$ cat config.mk
export PLATFORM = sky130hd
export DESIGN_NAME = gpn_front
export DESIGN_NICKNAME = d
export VERILOG_FILES = /design/src/rtl/gpn_pkg.sv /design/src/rtl/gpn_front.sv
export SDC_FILE = /design/constraint.sdc
export NUM_CORES = 1
export LEC_CHECK = 0
export BUFFER_PORTS_ARGS = -buffer_cell sky130_fd_sc_hd__buf_2
export CAP_MARGIN = 20
export CORE_MARGIN = 2
export CORE_UTILIZATION = 57
export DETAILED_ROUTE_END_ITERATION = 16
export PLACE_DENSITY = 0.85
export SYNTH_ARGS = -nofsm -noshare
export SYNTH_HDL_FRONTEND = slang
export SYNTH_SLANG_ARGS = --single-unit
export TNS_END_PERCENT = 30
$ cat constraint.sdc
create_clock -name clk -period 15.8 [get_ports clk]
set_input_delay 3.16 -clock clk [delete_from_list [all_inputs] [get_ports clk]]
set_output_delay 3.16 -clock clk [all_outputs]
set_load 0.02 [all_outputs]
$ cat src/rtl/gpn_pkg.sv
// Shared types, constants and the button remap function of the gamepad normalizer.
package gpn_pkg;

    localparam logic [14:0] AXIS_FULL = 15'h7FFF;
    localparam logic [7:0]  RAW_FULL  = 8'hFF;

    localparam logic [14:0] LEFT_DZ_RESET   = 15'd7849;
    localparam logic [14:0] RIGHT_DZ_RESET  = 15'd8689;
    localparam logic [7:0]  TRIG_THR_RESET  = 8'd30;

    localparam logic [1:0] CFG_LEFT_DZ   = 2'd0;
    localparam logic [1:0] CFG_RIGHT_DZ  = 2'd1;
    localparam logic [1:0] CFG_TRIG_THR  = 2'd2;

    localparam int BTN_L2 = 12;
    localparam int BTN_R2 = 13;

    // One classified report waiting for the arithmetic back end.
    typedef struct packed {
        logic [15:0]        buttons;
        logic signed [15:0] lx;
        logic signed [15:0] ly;
        logic signed [15:0] rx;
        logic signed [15:0] ry;
        logic [7:0]         ldiff;
        logic [7:0]         rdiff;
        logic [7:0]         span;
    } gpn_item_t;

    typedef enum logic {B_IDLE, B_RUN} back_state_t;

    typedef enum logic [2:0] {
        S_IDLE, S_SQ, S_CHK, S_SQRT, S_PROD, S_NUM, S_DIV
    } stick_state_t;

    typedef enum logic {T_IDLE, T_DIV} trig_state_t;

    // Native layout to canonical layout; L2 and R2 come from the triggers.
    function automatic logic [15:0] remap_buttons(input logic [15:0] nb);
        logic [15:0] b;
        b       = '0;
        b[0]    = nb[12];
        b[1]    = nb[13];
        b[2]    = nb[14];
        b[3]    = nb[15];
        b[4]    = nb[0];
        b[5]    = nb[1];
        b[6]    = nb[2];
        b[7]    = nb[3];
        b[8]    = nb[4];
        b[9]    = nb[5];
        b[10]   = nb[8];
        b[11]   = nb[9];
        b[14]   = nb[6];
        b[15]   = nb[7];
        return b;
    endfunction

endpackage

$ cat src/rtl/gpn_front.sv
// Front end: accepts reports, classifies buttons and triggers, and queues them.
module gpn_front #(
    parameter int QDEPTH = 2
) (
    input  logic                clk,
    input  logic                rst_n,
    input  logic                start,
    output logic                busy,
    input  logic [15:0]         raw_buttons,
    input  logic signed [15:0]  left_stick_x,
    input  logic signed [15:0]  left_stick_y,
    input  logic signed [15:0]  right_stick_x,
    input  logic signed [15:0]  right_stick_y,
    input  logic [7:0]          left_trigger_raw,
    input  logic [7:0]          right_trigger_raw,
    input  logic [7:0]          trig_thr,
    input  logic                pop,
    output logic                q_valid,
    output gpn_pkg::gpn_item_t  q_item
);
    import gpn_pkg::*;

    localparam int PW = (QDEPTH > 1) ? $clog2(QDEPTH) : 1;
    localparam int CW = $clog2(QDEPTH + 1);

    gpn_item_t       mem [QDEPTH];
    logic [PW-1:0]   wr_ptr_reg;
    logic [PW-1:0]   rd_ptr_reg;
    logic [CW-1:0]   count_reg;
    logic            push;
    logic            lp;
    logic            rp;
    gpn_item_t       item;

    // Triggers are classified here so the back end only divides.
    always_comb
    begin
        lp           = left_trigger_raw > trig_thr;
        rp           = right_trigger_raw > trig_thr;
        item.buttons = remap_buttons(raw_buttons);
        item.buttons[BTN_L2] = lp;
        item.buttons[BTN_R2] = rp;
        item.lx      = left_stick_x;
        item.ly      = left_stick_y;
        item.rx      = right_stick_x;
        item.ry      = right_stick_y;
        item.ldiff   = lp ? 8'(left_trigger_raw - trig_thr) : 8'd0;
        item.rdiff   = rp ? 8'(right_trigger_raw - trig_thr) : 8'd0;
        item.span    = 8'(RAW_FULL - trig_thr);
    end

    assign busy    = (count_reg == CW'(QDEPTH));
    assign push    = start && !busy;
    assign q_valid = (count_reg != '0);
    assign q_item  = mem[rd_ptr_reg];

    always_ff @(posedge clk)
    begin
        if (push)
        begin
            mem[wr_ptr_reg] <= item;
        end
    end

    always_ff @(posedge clk or negedge rst_n)
    begin
        if (!rst_n)
        begin
            wr_ptr_reg <= '0;
            rd_ptr_reg <= '0;
            count_reg  <= '0;
        end
        else
        begin
            if (push)
            begin
                wr_ptr_reg <= (wr_ptr_reg == PW'(QDEPTH - 1)) ? '0 : wr_ptr_reg + 1'b1;
            end
            if (pop)
            begin
                rd_ptr_reg <= (rd_ptr_reg == PW'(QDEPTH - 1)) ? '0 : rd_ptr_reg + 1'b1;
            end
            if (push && !pop)
            begin
                count_reg <= count_reg + 1'b1;
            end
            else if (pop && !push)
            begin
                count_reg <= count_reg - 1'b1;
            end
        end
    end

endmodule

==> results.md <==
- Static timing analysis puts the maximum clock frequency at 0.171 GHz.
- The placed instances occupy a cell area of 9750 sq um.
- The final layout contains between 800 and 900 nets.
- The endpoint of the lowest-slack register-to-register path is mem[1][36].
- The required time of the worst setup path is 12,640 ps.
- The hold slack is 506 ps.
- The synthesized netlist devotes between 1 and 1.5% of its cell area to XOR and XNOR gates.
- The synthesized netlist occupies a cell area of ~8500 sq um.
- The number of antenna violations at the first check in global routing was 0.
- Summing all non-filler instances in the final layout gives an area of 10,400 sq um.
- The longest clock path from root to sink contains 3 buffers.
- Across all setup checks in the final design, the least slack found is 9960 ps.
- In the synthesized netlist the async set-or-reset flop fraction comes to 1.89%.
- The multiplexer area fraction after synthesis is 13.8%.
- The register with the most flip-flops in the layout has 208 of them.
- The post-CTS clock slew at the launch and capture registers of the worst setup and hold paths is roughly 60 ps.
- After synthesis, the largest area contributor takes up between 70 and 80% of total cell area.
- The initial cell density of the core is between 50% and 60%.
- The number of clock buffers added by TritonCTS is 22.
- In this run the clock root is driven by a sky130_fd_sc_hd__clkbuf_16.
- The total congestion overflow after global routing is 0.
- The count of final setup violators is 0.
- The worst setup path category is flip-flop to output pin.
- The flip-flop and latch count after synthesis is 212.
- The post-synthesis area per instance is 18.4 sq um.
- Global routing consumed, over all layers together, 20.1% of the routing resources.
- The share of post-route cells with drive strength above 1 is between 50% and 60%.
- In this run the power density over the cells is approximately 180 nW/um^2.
- The floorplan step set the die height to 126 um.
- Once the clock tree was built, the setup fixing pass inserted 0 buffers.
- The largest net degree at the start of global routing is 61.
- The cell accounting for the most synthesized area is sky130_fd_sc_hd__edfxtp_1.
- The leading cell type by number of instances after synthesis is sky130_fd_sc_hd__edfxtp_1.
- The number of failing hold endpoints at the final stage is 0.
- The clock network burns 24.5% of the power.
- The area fraction in and, or, nand and nor cells after synthesis is 2.75%.
- Tracing the worst setup path back leads to its startpoint at rd_ptr_reg.
- The H-tree depth reported by CTS is 1.
- The initialized floorplan defines 44 standard-cell rows.
- For this run, the leading register cell type out of synthesis is sky130_fd_sc_hd__edfxtp_1.
- In the routed design, unresolved DRC markers number 0.
- STA classifies the critical path startpoint as a flip-flop.
- The fraction of power consumed by sequential logic is 43.2%.
- Setup repair after global routing left no endpoint under its margin.
- The number of maximum-capacitance violations is 0.
- Along the worst path, the maximum fanout reaches 58.
- The core outline area is between 10,000 and 15,000 sq um.
- The count of buffers inserted at the top-level ports is 211.
- From synthesis to final layout, the design area changed by 22.7%.
- At the end of routability-driven placement, the weighted congestion stood at about 0.90.
- The analysis attributes to cell leakage a power of roughly 4 nW.
- Timing analysis after detailed placement gives a worst setup slack of 10,430 ps.
- The synthesized netlist devotes between 2 and 3% of its cell area to compound gates.
- The number of warnings printed during yosys synthesis is 0.
- The worst-case vdd ir drop is 0.126 mV.
- The final number of max-transition violations is 0.
- The first global-routing pass estimated roughly 26,000 um of wire.
- The number of cells on the worst reg-to-reg path is 3.
- The startpoint identified for the worst register-to-register timing path is count_reg[0].
- The detailed router finished its first iteration with 248 violations.
- The number of different library cells in the post-synthesis netlist is 38.
- The combinational family with the most area after synthesis is multiplexers.
- The number of enable-type register cells in the synthesized netlist is 208.
- The mean number of vias per cell is 5.43.
- The time the worst path needs with I/O delays and setup is 5840 ps.
- The clock tree from TritonCTS is yes.
- The flow ran to the end, and the final reports show no timing, DRC or antenna violations.
- By count the netlist is led by sky130_fd_sc_hd__edfxtp_1, sky130_fd_sc_hd__mux2_2, sky130_fd_sc_hd__inv_1.
- Adding up every negative setup slack in the final design gives 0 ps.
- The synthesized netlist devotes 2.98% of its cell area to adder and majority cells.
- The clock insertion delay at the later pin of the skew report is 490 ps.
- The setup check on the worst reg-to-reg path leaves a slack of ~13,000 ps.
- The instance count of the mapped netlist is 461.
- The sequential-to-total area share from yosys stat is ~75%.
- For this design, the sink count on the clock tree is 212.
- The number of search-and-repair iterations in the first detailed-routing pass is 4.
- Per report_power, the combinational group accounts for 32.3% of the total.
- The class of the most critical hold timing path is flip-flop to flip-flop.
- Cell internal power was estimated by the tool at 1.30 mW.
- The worst slew margin relative to its limit is 47.5%.
- Post-CTS repair changed the size of 0 cells.
- After clock tree synthesis, the flow added hold-fix buffers numbering 0.
- The via count of the first global-routing pass is 5,099.
- In this run switching power makes up around 32% of total power.
- The analysis attributes to net switching a power of roughly 0.62 mW.
- The total I/O pin count is approximately 210.
- The routed design has 16,300 um of wire.
- In the final routed layout, each cell accounts on average for 18.4 um.
- The horizontal die dimension is 126 um.
- The total inserted antenna cells is 0.
- For the worst setup path, the data arrival time is around 2700 ps.
- Across the routed clock network, the largest skew measured is roughly 8.5 ps.
- The critical path capture point type is an output pin.
- The HPWL after detailed placement is 11,200 um.
- In the post-synthesis netlist, the biggest area contributors are sky130_fd_sc_hd__edfxtp_1, sky130_fd_sc_hd__mux2_2, sky130_fd_sc_hd__ha_1.
- The detail route stage leaves a number of antenna-violating nets equal to 0.
- The critical path ends at q_item[47].
- The pin slew with the least headroom to its limit is 787 ps.
- Across all layers, the routed design uses 4,806 vias.
- The number of nets handed over by synthesis was 588.
- The share of the clock period used by the worst path after layout is 37.0%.
- The area of the die is approximately 16,000 sq um.
metrics by stage:
stage          util (%)  cells  power, mW
5_1_grt            71.6    885       2.01
6_report           71.6    885       1.92
3_3_place_gp       67.1    847       1.44
4_1_cts            71.6    885       1.94
3_5_place_dp       67.1    847       1.47
2_1_floorplan         -    461       1.28
cells in the final DEF, fill, tap and decap left out, types with 3 or more instances in the layout:
| master | netlist | layout |
|---|---|---|
| sky130_fd_sc_hd__inv_1 | 21 | 21 |
| sky130_fd_sc_hd__nand2b_1 | 4 | 4 |
| sky130_fd_sc_hd__xnor2_1 | 5 | 5 |
| sky130_fd_sc_hd__clkbuf_1 | 2 | 6 |
| sky130_fd_sc_hd__edfxtp_1 | 208 | 208 |
| sky130_fd_sc_hd__ha_1 | 17 | 17 |
| sky130_fd_sc_hd__a21boi_0 | 3 | 3 |
| sky130_fd_sc_hd__a21oi_1 | 8 | 8 |
| sky130_fd_sc_hd__xor2_1 | 6 | 6 |
| sky130_fd_sc_hd__nor2_1 | 17 | 16 |
| sky130_fd_sc_hd__mux2_2 | 104 | 104 |
| sky130_fd_sc_hd__clkbuf_16 | 0 | 23 |
| sky130_fd_sc_hd__clkinv_1 | 0 | 8 |
| sky130_fd_sc_hd__dfrtp_1 | 4 | 3 |
| sky130_fd_sc_hd__o21a_1 | 3 | 3 |
| sky130_fd_sc_hd__buf_2 | 5 | 211 |
| sky130_fd_sc_hd__nand4_1 | 4 | 4 |
| sky130_fd_sc_hd__buf_4 | 0 | 4 |
| sky130_fd_sc_hd__o21ai_0 | 7 | 7 |
| sky130_fd_sc_hd__nor3_1 | 5 | 5 |
| sky130_fd_sc_hd__nand2_1 | 8 | 8 |
final cells by class:
class | instances | area (sq um)
Clock buffer | 29 | 598
Timing Repair Buffer | 215 | 1090
Inverter | 21 | 78.8
Fill cell | 922 | 4130
Clock inverter | 9 | 60.1
Tap cell | 184 | 230
Sequential cell | 212 | 6350
Multi-Input combinational cell | 215 | 2000
power by group through the flow:
stage	logic (mW)	registers, mW	clock network, mW
2_1_floorplan	0.455	0.822	0
3_3_place_gp	0.612	0.832	0
3_5_place_dp	0.625	0.844	0
4_1_cts	0.629	0.833	0.483
5_1_grt	0.663	0.842	0.507
6_report	0.621	0.831	0.471
routing by layer:
metal	share of wire (%)	global-route usage, %	wire (um)	vias up
met5	0	0	0	-
met4	1.6	5.04	260	0
met3	7.7	5.31	1260	21
met2	51	35.7	8240	178
met1	40	24.7	6540	2383
li1	-	-	-	2224
worst min path at each step:
stage,from,endpoint,slack (ps),cells after the start
CTS,count_reg[1],count_reg[1],500,1
floorplan,count_reg[1],count_reg[1],460,1
global placement,count_reg[1],count_reg[1],470,1
finish,count_reg[1],count_reg[1],510,1
detailed placement,count_reg[1],count_reg[1],490,1
global route,count_reg[1],count_reg[1],520,1
worst max-delay path, stage by stage (launching register included):
cell,delay (ps)
sky130_fd_sc_hd__dfrtp_4,860
sky130_fd_sc_hd__buf_4,720
sky130_fd_sc_hd__mux2_2,420
sky130_fd_sc_hd__buf_2,160
cells by family after synthesis:
kind of cell,Yosys count
buffers and inverters,34
adders and majority gates,19
AOI/OAI and AO/OA,33
muxes,104
xor gates and xnor gates,11
and+or+nand+nor,48
DFF,212
(Power assumes the default switching activity.)
